## config.mk

```make
export PLATFORM = sky130hd
export DESIGN_NAME = keyed_device_request_queue_unit
export DESIGN_NICKNAME = d
export VERILOG_FILES = /design/src/rtl/kdrq_pkg.sv /design/src/rtl/kdrq_cell.sv /design/src/rtl/keyed_device_request_queue_unit.sv
export SDC_FILE = /design/constraint.sdc
export NUM_CORES = 2
export LEC_CHECK = 0
export BUFFER_PORTS_ARGS = -buffer_cell sky130_fd_sc_hd__buf_2
export CAP_MARGIN = 5
export CORE_ASPECT_RATIO = 0.5
export CORE_MARGIN = 2
export CORE_UTILIZATION = 24
export DETAILED_ROUTE_END_ITERATION = 10
export SLEW_MARGIN = 0
export SYNTH_ARGS = -nofsm -noshare
export SYNTH_HDL_FRONTEND = slang
export SYNTH_SLANG_ARGS = --single-unit
```

## constraint.sdc

```tcl
create_clock -name clk_i -period 17.3 [get_ports clk_i]
set_input_delay 2.595 -clock clk_i [delete_from_list [all_inputs] [get_ports clk_i]]
set_output_delay 2.595 -clock clk_i [all_outputs]
set_load 0.1 [all_outputs]
```

## src/rtl/kdrq_pkg.sv

```systemverilog
// Shared types and constants of the keyed device request queue.
// Used by the queue cell, the top level and the port checker.
`timescale 1ns / 1ps
`default_nettype none

package kdrq_pkg;

  localparam int unsigned DefQueueDepth = 16;
  localparam int unsigned OpW           = 3;
  localparam int unsigned TagW          = 8;
  localparam int unsigned KeyW          = 32;
  localparam int unsigned InDataW       = 48;
  localparam int unsigned OutDataW      = 48;

  // Input bit positions inside the slave tdata.
  localparam int unsigned InOpLsb  = 0;
  localparam int unsigned InTagLsb = InOpLsb + OpW;
  localparam int unsigned InKeyLsb = InTagLsb + TagW;

  typedef enum logic [OpW-1:0] {
    OpInsTail    = 3'd0,
    OpInsKey     = 3'd1,
    OpRemHead    = 3'd2,
    OpRemKey     = 3'd3,
    OpRemKeyBusy = 3'd4,
    OpRemTag     = 3'd5
  } op_e;

  typedef enum logic [1:0] {
    SelHead = 2'd0,
    SelKey  = 2'd1,
    SelTag  = 2'd2
  } rem_sel_e;

  // Broadcast to every cell: how each cell decides whether it is a hit.
  typedef struct packed {
    logic            ins_mode;
    logic            keyed;
    rem_sel_e        sel;
    logic [TagW-1:0] tag;
    logic [KeyW-1:0] key;
  } cell_ctrl_t;

  // Broadcast to every cell: which update happens at this edge.
  typedef struct packed {
    logic ins_en;
    logic rem_en;
  } cell_cmd_t;

endpackage

`default_nettype wire

```

## src/rtl/kdrq_cell.sv

```systemverilog
// One slot of the request queue: holds a tag, a key and an occupied bit.
// Shifts toward the tail on insert and toward the head on removal. Uses kdrq_pkg.
`timescale 1ns / 1ps
`default_nettype none

module kdrq_cell (
  input  wire                          clk_i,
  input  wire                          rst_ni,
  input  wire  kdrq_pkg::cell_ctrl_t   ctrl_i,
  input  wire  kdrq_pkg::cell_cmd_t    cmd_i,
  input  wire                          rem_by_key_i,
  input  wire                          prev_valid_i,
  input  wire  [kdrq_pkg::TagW-1:0]    prev_tag_i,
  input  wire  [kdrq_pkg::KeyW-1:0]    prev_key_i,
  input  wire                          next_valid_i,
  input  wire  [kdrq_pkg::TagW-1:0]    next_tag_i,
  input  wire  [kdrq_pkg::KeyW-1:0]    next_key_i,
  input  wire                          before_i,
  output logic                         before_o,
  output logic                         first_o,
  output logic                         tail_gt_o,
  output logic                         valid_o,
  output logic [kdrq_pkg::TagW-1:0]    tag_o,
  output logic [kdrq_pkg::KeyW-1:0]    key_o
);

  logic                      valid_q, valid_d;
  logic [kdrq_pkg::TagW-1:0] tag_q, tag_d;
  logic [kdrq_pkg::KeyW-1:0] key_q, key_d;
  logic                      hit;
  logic                      stored_gt;
  logic                      stored_lt;

  assign stored_gt = key_q > ctrl_i.key;
  assign stored_lt = key_q < ctrl_i.key;

  always_comb begin
    if (ctrl_i.ins_mode) begin
      // The first free slot always hits, so a plain insert lands at the tail.
      hit = !valid_q || (ctrl_i.keyed && stored_gt);
    end else begin
      case (ctrl_i.sel)
        kdrq_pkg::SelHead: hit = valid_q;
        kdrq_pkg::SelKey:  hit = valid_q && (!rem_by_key_i || !stored_lt);
        kdrq_pkg::SelTag:  hit = valid_q && (tag_q == ctrl_i.tag);
        default:           hit = 1'b0;
      endcase
    end
  end

  assign first_o   = hit && !before_i;
  assign before_o  = hit || before_i;
  assign tail_gt_o = valid_q && !next_valid_i && stored_gt;

  always_comb begin
    valid_d = valid_q;
    tag_d   = tag_q;
    key_d   = key_q;
    if (cmd_i.ins_en) begin
      if (before_i) begin
        valid_d = prev_valid_i;
        tag_d   = prev_tag_i;
        key_d   = prev_key_i;
      end else if (hit) begin
        valid_d = 1'b1;
        tag_d   = ctrl_i.tag;
        key_d   = ctrl_i.key;
      end
    end else if (cmd_i.rem_en && (hit || before_i)) begin
      valid_d = next_valid_i;
      tag_d   = next_tag_i;
      key_d   = next_key_i;
    end
  end

  always_ff @(posedge clk_i or negedge rst_ni) begin
    if (!rst_ni) begin
      valid_q <= 1'b0;
    end else begin
      valid_q <= valid_d;
    end
  end

  always_ff @(posedge clk_i) begin
    tag_q <= tag_d;
    key_q <= key_d;
  end

  assign valid_o = valid_q;
  assign tag_o   = tag_q;
  assign key_o   = key_q;

endmodule

`default_nettype wire

```

## src/rtl/keyed_device_request_queue_unit.sv

```systemverilog
// The result of a transfer appears on the master side in the cycle after it is accepted.
// Throughput: one transfer per cycle unless the output stalls; every cell compares and
// shifts in the same cycle, so the critical path is the hit chain via all QUEUE_DEPTH cells.
// The slave side stays ready while the output register is empty or being drained.
// Reset clears the busy flag, every occupied bit and the result valid bit; no clearing pass.
// Top level of the keyed device request queue; uses kdrq_pkg and kdrq_cell.
`timescale 1ns / 1ps
`default_nettype none

module keyed_device_request_queue_unit #(
  parameter int unsigned QUEUE_DEPTH = kdrq_pkg::DefQueueDepth
) (
  input  wire                             clk_i,
  input  wire                             rst_ni,
  input  wire                             s_axis_tvalid_i,
  output logic                            s_axis_tready_o,
  // From bit 0: op[3], tag[8], key[32], zero fill.
  input  wire  [kdrq_pkg::InDataW-1:0]    s_axis_tdata_i,
  output logic                            m_axis_tvalid_o,
  input  wire                             m_axis_tready_i,
  // From bit 0: queued, got_entry, entry_tag[8], entry_key[32], busy_now, overflow, zero fill.
  output logic [kdrq_pkg::OutDataW-1:0]   m_axis_tdata_o
);

  logic                      s_fire;
  kdrq_pkg::op_e             op;
  logic [kdrq_pkg::TagW-1:0] in_tag;
  logic [kdrq_pkg::KeyW-1:0] in_key;

  kdrq_pkg::cell_ctrl_t ctrl;
  kdrq_pkg::cell_cmd_t  cmd_raw, cmd;
  logic                 rem_by_key;

  logic [QUEUE_DEPTH:0]      before_chain;
  logic [QUEUE_DEPTH-1:0]    first_vec;
  logic [QUEUE_DEPTH-1:0]    tail_gt_vec;
  logic [QUEUE_DEPTH+1:0]    valid_vec;
  logic [kdrq_pkg::TagW-1:0] tag_arr [QUEUE_DEPTH+2];
  logic [kdrq_pkg::KeyW-1:0] key_arr [QUEUE_DEPTH+2];

  logic                      busy_q, busy_d;
  logic                      queued, got, ovf;
  logic [kdrq_pkg::TagW-1:0] sel_tag;
  logic [kdrq_pkg::KeyW-1:0] sel_key;
  logic                      empty, full, found;

  logic                      out_valid_q;
  logic                      out_queued_q, out_got_q, out_busy_q, out_ovf_q;
  logic [kdrq_pkg::TagW-1:0] out_tag_q;
  logic [kdrq_pkg::KeyW-1:0] out_key_q;

  assign s_axis_tready_o = !out_valid_q || m_axis_tready_i;
  assign s_fire          = s_axis_tvalid_i && s_axis_tready_o;

  assign op     = kdrq_pkg::op_e'(s_axis_tdata_i[kdrq_pkg::InOpLsb +: kdrq_pkg::OpW]);
  assign in_tag = s_axis_tdata_i[kdrq_pkg::InTagLsb +: kdrq_pkg::TagW];
  assign in_key = s_axis_tdata_i[kdrq_pkg::InKeyLsb +: kdrq_pkg::KeyW];

  // Index 0 and QUEUE_DEPTH+1 are the empty ends of the chain; cell i sits at index i+1.
  assign valid_vec[0]               = 1'b0;
  assign valid_vec[QUEUE_DEPTH+1]   = 1'b0;
  assign tag_arr[0]                 = '0;
  assign key_arr[0]                 = '0;
  assign tag_arr[QUEUE_DEPTH+1]     = '0;
  assign key_arr[QUEUE_DEPTH+1]     = '0;
  assign before_chain[0]            = 1'b0;

  for (genvar i = 0; i < QUEUE_DEPTH; i++) begin : g_cell
    kdrq_cell u_cell (
      .clk_i        (clk_i),
      .rst_ni       (rst_ni),
      .ctrl_i       (ctrl),
      .cmd_i        (cmd),
      .rem_by_key_i (rem_by_key),
      .prev_valid_i (valid_vec[i]),
      .prev_tag_i   (tag_arr[i]),
      .prev_key_i   (key_arr[i]),
      .next_valid_i (valid_vec[i+2]),
      .next_tag_i   (tag_arr[i+2]),
      .next_key_i   (key_arr[i+2]),
      .before_i     (before_chain[i]),
      .before_o     (before_chain[i+1]),
      .first_o      (first_vec[i]),
      .tail_gt_o    (tail_gt_vec[i]),
      .valid_o      (valid_vec[i+1]),
      .tag_o        (tag_arr[i+1]),
      .key_o        (key_arr[i+1])
    );
  end

  assign empty      = !valid_vec[1];
  assign full       = valid_vec[QUEUE_DEPTH];
  assign found      = before_chain[QUEUE_DEPTH];
  assign rem_by_key = |tail_gt_vec;

  // The selected cell is one-hot, so an OR over the masked cells picks its entry.
  always_comb begin
    sel_tag = '0;
    sel_key = '0;
    for (int unsigned i = 0; i < QUEUE_DEPTH; i++) begin
      sel_tag = sel_tag | (first_vec[i] ? tag_arr[i+1] : '0);
      sel_key = sel_key | (first_vec[i] ? key_arr[i+1] : '0);
    end
  end

  always_comb begin
    ctrl.ins_mode  = 1'b0;
    ctrl.keyed     = 1'b0;
    ctrl.sel       = kdrq_pkg::SelHead;
    ctrl.tag       = in_tag;
    ctrl.key       = in_key;
    cmd_raw.ins_en = 1'b0;
    cmd_raw.rem_en = 1'b0;
    busy_d         = busy_q;
    queued         = 1'b0;
    got            = 1'b0;
    ovf            = 1'b0;
    unique case (op) inside
      kdrq_pkg::OpInsTail, kdrq_pkg::OpInsKey: begin
        ctrl.ins_mode = 1'b1;
        ctrl.keyed    = (op == kdrq_pkg::OpInsKey);
        if (!busy_q) begin
          busy_d = 1'b1;
        end else if (full) begin
          ovf = 1'b1;
        end else begin
          cmd_raw.ins_en = 1'b1;
          queued         = 1'b1;
        end
      end
      kdrq_pkg::OpRemHead, kdrq_pkg::OpRemKey, kdrq_pkg::OpRemKeyBusy: begin
        ctrl.sel = (op == kdrq_pkg::OpRemHead) ? kdrq_pkg::SelHead : kdrq_pkg::SelKey;
        if (empty || ((op == kdrq_pkg::OpRemKeyBusy) && !busy_q)) begin
          busy_d = 1'b0;
        end else begin
          cmd_raw.rem_en = 1'b1;
          got            = 1'b1;
        end
      end
      kdrq_pkg::OpRemTag: begin
        ctrl.sel = kdrq_pkg::SelTag;
        if (found) begin
          cmd_raw.rem_en = 1'b1;
          queued         = 1'b1;
        end
      end
      default: begin
      end
    endcase
  end

  assign cmd.ins_en = cmd_raw.ins_en && s_fire;
  assign cmd.rem_en = cmd_raw.rem_en && s_fire;

  always_ff @(posedge clk_i or negedge rst_ni) begin
    if (!rst_ni) begin
      busy_q      <= 1'b0;
      out_valid_q <= 1'b0;
    end else begin
      if (s_fire) begin
        busy_q <= busy_d;
      end
      out_valid_q <= s_fire || (out_valid_q && !m_axis_tready_i);
    end
  end

  always_ff @(posedge clk_i) begin
    if (s_fire) begin
      out_queued_q <= queued;
      out_got_q    <= got;
      out_tag_q    <= got ? sel_tag : '0;
      out_key_q    <= got ? sel_key : '0;
      out_busy_q   <= busy_d;
      out_ovf_q    <= ovf;
    end
  end

  assign m_axis_tvalid_o = out_valid_q;
  assign m_axis_tdata_o  = {4'b0000, out_ovf_q, out_busy_q, out_key_q, out_tag_q,
                            out_got_q, out_queued_q};

endmodule

`default_nettype wire

```

Word-level counts from Yosys, hierarchy flattened
Index checks and enable logic that the tools add are counted.
{"block": "word_totals", "out_inout_bits": 50, "word_cells": 678, "reg_bits": 702, "inputBits": 52}
{"block": "op_classes", "n_bitwise": 30, "eq_ne": 39, "reduce_logical": 254, "mux": 267, "n_lt_le_gt_ge": 32}
{"operator": "32-bit 2-to-1 mux", "n": 79}
{"operator": "8-bit 2-to-1 mux", "n": 79}
{"operator": "32-bit greater-than comparator", "n": 16}
{"operator": "32-bit less-than comparator", "n": 16}
{"operator": "32-bit bitwise OR", "n": 15}
{"operator": "8-bit equality test", "n": 16}
{"operator": "8-bit bitwise OR", "n": 15}
{"operator": "1-bit logical AND", "n": 115}
{"operator": "1-bit 2-to-1 mux", "n": 88}
{"operator": "1-bit logical NOT", "n": 51}
{"operator": "1-bit logical OR", "n": 50}
{"operator": "1-bit case mux with 3 select lines", "n": 16}
{"operator": "3-bit by 1-bit inequality test with 1-bit output (second input constant)", "n": 15}
{"operator": "2-bit AND reduction", "n": 17}
{"operator": "2-bit nonzero test", "n": 16}
{"operator": "16-bit OR reduction", "n": 1}
{"operator": "3-bit by 2-bit equality test with 1-bit output (second input constant)", "n": 2}
{"operator": "3-bit equality test (second input constant)", "n": 2}
{"operator": "1-bit case mux with 2 select lines", "n": 3}
{"operator": "2-bit case mux with 2 select lines", "n": 1}
{"operator": "3-bit by 1-bit equality test with 1-bit output (second input constant)", "n": 1}
{"operator": "3-bit logical NOT", "n": 1}
{"operator": "3-bit OR reduction", "n": 1}
{"operator": "2-bit by 1-bit equality test with 1-bit output (second input constant)", "n": 1}
{"operator": "5 further kinds", "n": 5}

Logic depth before layout (Yosys ltp)
{"block": "depth", "depth_word": 30, "ltp_mapped": 20, "depth_no_buf": 16}

Hierarchy
From an unflattened synthesis, not the netlist that was laid out.
{"block": "unflattened", "hier_cells": 5905, "area_unflattened_um2": 56519.2}
{"mod": "kdrq_cell", "cells_each": 334, "area_each_um2": 3186.8, "instances": 16, "seq_area_each_um2": 1226.2}
{"mod": "keyed_device_request_queue_unit", "cells_each": 561, "area_each_um2": 5530.3, "instances": 1, "seq_area_each_um2": 1371.3}

Worst setup path after synthesis
OpenSTA, ideal clock, no wires.
{"block": "synth_path", "path_type": "input to register", "from": "in s_axis_tdata_i[39] in the netlist's numbering", "to": "reg g_cell[4].u_cell.key_q, in the netlist g_cell[4].u_cell.key_o[0] (enable)", "cell_stages": 15, "slack_ns": 8.241, "required_ns": 16.846, "path_buffers": 3, "arrival_time_ns": 8.605, "setup_time_ns": 0.454, "cell_sequence": "clkbuf_1 > clkinv_1 > ha_1 > nand4_1 > nor4_2 > a31oi_1 > a21boi_0 > a2111oi_1 > o2111ai_2 > or2_1 > buf_2 > o31ai_2 > nor3_1 > clkbuf_1 > a21oi_1"}
{"block": "synth_between", "elab_chain_len": 29, "word_cells_on_any_way": 184, "classes_between": "32 x order compare; 1 x eq/ne; 34 x mux; 117 x reduce/logical"}
{"item": "from (decl)", "line_no": "keyed_device_request_queue_unit.sv:18", "rtl": "input wire [kdrq_pkg::InDataW-1:0] s_axis_tdata_i,"}
{"item": "32-bit greater-than comparator", "line_no": "kdrq_cell.sv:34", "rtl": "assign stored_gt = key_q > ctrl_i.key;"}
{"item": "1-bit logical AND", "line_no": "kdrq_cell.sv:53", "rtl": "assign tail_gt_o = valid_q && !next_valid_i && stored_gt;"}
{"item": "16-bit OR reduction", "line_no": "keyed_device_request_queue_unit.sv:94", "rtl": "assign rem_by_key = |tail_gt_vec;"}
{"item": "1-bit logical NOT", "line_no": "kdrq_cell.sv:44", "rtl": "kdrq_pkg::SelKey: hit = valid_q && (!rem_by_key_i || !stored_lt);"}
{"item": "1-bit logical OR", "line_no": "kdrq_cell.sv:44"}
{"item": "1-bit logical AND", "line_no": "kdrq_cell.sv:44"}
{"item": "1-bit case mux with 3 select lines", "line_no": "kdrq_cell.sv:42", "rtl": "case (ctrl_i.sel)"}
{"item": "1-bit 2-to-1 mux", "line_no": "kdrq_cell.sv:38", "rtl": "if (ctrl_i.ins_mode) begin"}
{"item": "1-bit logical OR (3 in series)", "line_no": "kdrq_cell.sv:52", "rtl": "assign before_o = hit || before_i;"}
{"item": "1-bit logical OR", "line_no": "kdrq_cell.sv:52, kdrq_cell.sv:69"}
{"item": "1-bit logical OR (11 in series)", "line_no": "kdrq_cell.sv:52"}
{"item": "1-bit 2-to-1 mux", "line_no": "keyed_device_request_queue_unit.sv:142", "rtl": "if (found) begin"}
{"item": "1-bit case mux with 2 select lines", "line_no": "keyed_device_request_queue_unit.sv:118", "rtl": "unique case (op) inside"}
{"item": "1-bit logical AND", "line_no": "keyed_device_request_queue_unit.sv:153", "rtl": "assign cmd.rem_en = cmd_raw.rem_en && s_fire;"}
{"item": "1-bit logical AND", "line_no": "kdrq_cell.sv:69", "rtl": "end else if (cmd_i.rem_en && (hit || before_i)) begin"}
{"item": "2-bit nonzero test (no source line)"}
{"item": "2-bit AND reduction (no source line) (*)"}
{"item": "to (signal assigned)", "line_no": "kdrq_cell.sv:86", "rtl": "key_q <= key_d;"}
{"item": "to (decl)", "line_no": "kdrq_cell.sv:29", "rtl": "logic [kdrq_pkg::KeyW-1:0] key_q, key_d;"}
Every way passes the cells marked *; elsewhere a longest branch is shown, timed or not.
A chain may end at the register's enable or synchronous reset.

Worst setup path in the final report
{"block": "layout_path", "from": "in s_axis_tdata_i[33] in the netlist's numbering", "to": "reg out_tag_q[0] in the netlist's numbering, data pin"}
{"block": "layout_between", "elab_chain_len": 26, "word_cells_on_any_way": 237, "classes_between": "32 x order compare; 48 x mux; 15 x bitwise; 142 x reduce/logical"}
{"item": "32-bit greater-than comparator", "line_no": "kdrq_cell.sv:34"}
{"item": "1-bit logical AND", "line_no": "kdrq_cell.sv:53"}
{"item": "16-bit OR reduction", "line_no": "keyed_device_request_queue_unit.sv:94"}
{"item": "1-bit logical NOT", "line_no": "kdrq_cell.sv:44"}
{"item": "1-bit logical OR", "line_no": "kdrq_cell.sv:44"}
{"item": "1-bit logical AND", "line_no": "kdrq_cell.sv:44"}
{"item": "1-bit case mux with 3 select lines", "line_no": "kdrq_cell.sv:42"}
{"item": "1-bit 2-to-1 mux", "line_no": "kdrq_cell.sv:38"}
{"item": "1-bit logical NOT or 1-bit logical OR (tied branches)", "line_no": "kdrq_cell.sv:51, kdrq_cell.sv:52"}
{"item": "1-bit logical AND, or another cell as far along", "line_no": "kdrq_cell.sv:51", "rtl": "assign first_o = hit && !before_i;"}
{"item": "8-bit 2-to-1 mux, or another cell as far along", "line_no": "keyed_device_request_queue_unit.sv:101", "rtl": "sel_tag = sel_tag | (first_vec[i] ? tag_arr[i+1] : '0);"}
{"item": "8-bit bitwise OR, or another cell as far along (13 in series)", "line_no": "keyed_device_request_queue_unit.sv:101"}
{"item": "8-bit bitwise OR or 8-bit 2-to-1 mux (tied branches)", "line_no": "keyed_device_request_queue_unit.sv:101"}
{"item": "8-bit bitwise OR (*)", "line_no": "keyed_device_request_queue_unit.sv:101"}
{"item": "to (signal assigned)", "line_no": "keyed_device_request_queue_unit.sv:171", "rtl": "out_tag_q <= got ? sel_tag : '0;"}
{"item": "to (decl)", "line_no": "keyed_device_request_queue_unit.sv:49", "rtl": "logic [kdrq_pkg::TagW-1:0] out_tag_q;"}
Marks and branches as above.

==> qor.yml <==
cpMaxStageDelayCell: "nor4_1"
dieArea_mm2: 0.224
synth_top_area_share_pct: 39.0
synthTopCellsByArea: "edfxtp_1 (39%), ha_1 (12%), nand2_1 (7.6%), o21ai_0 (5.8%), a21oi_1 (4.8%)"
grt-ovfl-total: 0
start_util_pct: 24.2
timing.final.ws_setup_ns: 5.76
final_cell_mix: "nand2_1 (1061), edfxtp_1 (684), o21ai_0 (611)"
status: "finished clean"
top_level_ports: 102
drt_iter0_markers: 7040
synthArstFlopShare_pct: 2.56
crit_type: "input port to flip-flop"
die-width_um: 667
cpPeakStageDelay_ns: 1.04
clock_latency_ns: 0.72
grt_pass1_wl_mm: 314
rsz0062_at_grt: "no"
crit_path_end_kind: "flip-flop"
path_buf_inv: 5
layout_commonest_cell: "nand2_1"
cts_buffers: 88
cts.sinks: 702
swShare_pct: 43.8
die_h_um: 335
crit_fanout: 79
antenna_left: 0
min_period_ns: 11.54
leakagePower_uw: 0.0222
crit_chain: "buf_2, clkinv_1, ha_1, nand2_1, nor4_1, nand4_1, o21a_1, a32oi_1, nand4_1, or2_1, o31ai_4, buf_4, nor4_4, buf_4, nand2_4, buf_4, nor2_1, nor4bb_1, a31oi_1"
critPathTopFamily: "simple AND/OR/NAND/NOR gates"
p_sw_uw: 3110
fin_area_mm2: 0.0593
synth_cell_types: 97
synth_cells: 5859
grt_pass1_vias: 44000
hold_violations: 0
via_per_inst: 5.57
postSynthAreaPerCell_um2: 9.00
synthFlopType: "edfxtp_1"
cp.required_ns: 17.65
synth_area_mm2: 0.0527
ctsHoldBuffers: 0
tightest_slew_ns: 1.34
place_ws_ns: 5.33
synth_seq_cells: 702
wirelength_mm: 220
maxCapViolations: 0
skew_ns: 0.0460
post_dp_cell_area_mm2: 0.0564
slew_headroom_pct: 10.6
nNetsFinal: 6313
grt_usage_pct: 18.9
ir_drop_mv: 0.130
p_comb_share_pct: 41.2
ctsHtreeMaxLevel: 3
cts_resized: 0
min_period_over_period_pct: 66.7
num_rows: 121
avgRoutedWirePerCell_um: 25.3
internal_power_uw: 3990
drive_gt1_share_pct: 7.36
cts_tree: "built"
drc: 0
path_clk_slew_ns: 0.06
routabilityCongestion: 0.996
drtPass1Iterations: 7
cts.path.max_buffers: 3
finalMaxSlewViolations: 0
grt_start_max_net_pins: 281
yosysSeqAreaShare_pct: 39.8
worstPathArrival_ns: 11.89
postCtsSetupBuffers: 0
core_mm2: 0.218
p_per_area_mw_per_mm2: 120
start_kind: "input port"
portBuffers: 92
yosysTopAreaCell: "edfxtp_1"
vias: 48500
areaGrowthSynthToFinish_pct: 12.4
max_freq_ghz: 0.0867
setup_viol: 0
fin_setup_tns_ns: 0
yosys_warnings: 0
antenna_found_initial: 9
root_buffer: "clkbuf_16"
rrSetupSlack_ns: 8.29
cpMostUsedCell: "buf_4"
p_clk_share_pct: 26.9
pwr-share-seq_pct: 31.9
hp-class: "flip-flop to flip-flop"
dp_hpwl_mm: 155
synth-edff-count: 684
-- tightest hold or removal path, stage by stage (launching register included) --
cell      delay, ns
dfrtp_1        0.34
nand2b_1       0.09
nand2b_1       0.08
-- cell type report --
class / count / area, µm²
Clock inverter: 49 / 522
Fill cell: 23200 / 159000
Inverter: 90 / 338
Timing Repair Buffer: 217 / 1440
Antenna cell: 3 / 7.51
Sequential cell: 702 / 21000
Tap cell: 2890 / 3620
Clock buffer: 112 / 2340
Multi-Input combinational cell: 4647 / 30000
-- cells by family (layout without fill, tap and decap cells) --
group | Yosys count | count (layout) | share of synthesized area [%]
other | 1 | 7 | 0.00711
AND/OR/NAND/NOR | 1936 | 1936 | 16.0
XOR/XNOR | 128 | 128 | 2.13
AO/OA/AOI/OAI | 1814 | 1814 | 21.1
adder cells (fa/ha/maj) | 515 | 515 | 12.2
flip-flops | 702 | 702 | 39.8
multiplexers | 250 | 250 | 4.75
buffers and inverters | 513 | 468 | 4.02
-- metrics by stage --
stage | hold WS (ns) | util, % | power, µW | cells
5_1_grt | 0.573 | 27.2 | 7330 | 8708
3_3_place_gp | 0.506 | 25.9 | 5080 | 8546
2_1_floorplan | 0.521 | - | 3950 | 5862
6_report | 0.549 | 27.2 | 7100 | 8710
4_1_cts | 0.550 | 27.2 | 7010 | 8707
3_5_place_dp | 0.537 | 25.9 | 5120 | 8546
-- path summary, 6_finish.rpt --
kind,end,cells after the start,startpoint
hold / removal,m_axis_tvalid_o,2,m_axis_tvalid_o
setup reg to reg,out_tag_q[0],17,g_cell[8].u_cell.key_o[31]
max in group asynchronous,m_axis_tvalid_o,1,rst_ni
setup / recovery,out_tag_q[0],19,s_axis_tdata_i[33]
min in group asynchronous,g_cell[13].u_cell.valid_o,1,rst_ni
hold reg to reg,m_axis_tvalid_o,2,m_axis_tvalid_o
-- sequential cells by signal (all words and copies together), names as in the netlist, 8 cells and up --
register	count
g_cell.u_cell.key_o	512
out_key_q	32
out_tag_q	8
g_cell.u_cell.valid_o	16
g_cell.u_cell.tag_o	128
-- power by group through the flow --
| stage | Clock (µW) | Sequential, µW | Combinational (µW) |
|---|---|---|---|
| final | 1910 | 2260 | 2930 |
| after global routing | 1990 | 2280 | 3070 |
| after CTS | 1930 | 2260 | 2830 |
| after detailed placement | 0 | 2290 | 2830 |
| after global placement | 0 | 2290 | 2790 |
| after floorplan | 0 | 2290 | 1660 |
-- cell usage after synthesis (24+ instances only) --
cell      instances
nand2_1        1065
edfxtp_1        684
o21ai_0         612
ha_1            515
a21oi_1         507
nor2_1          387
clkbuf_1        298
mux2i_1         249
a31oi_1         172
nand4_1         149
xnor2_1         118
buf_2            85
nand3_1          84
inv_1            82
a22oi_1          70
nor3_1           63
a21o_1           57
nor2b_1          49
a211oi_1         45
a221oi_1         42
a22o_1           39
a221o_1          34
o211ai_1         34
nor4_1           32
a222oi_1         28
nand2b_1         27
a41oi_1          24
-- per-layer routing --
metal	vias up	global-route usage [%]	routed length [µm]
met2	2781	27.3	90900
met4	8	9.64	12600
met1	23600	26.6	93800
met5	-	0.0644	46
met3	414	3.55	22900
li1	21700	-	-
Note: power is estimated with default switching activity, not from simulation.
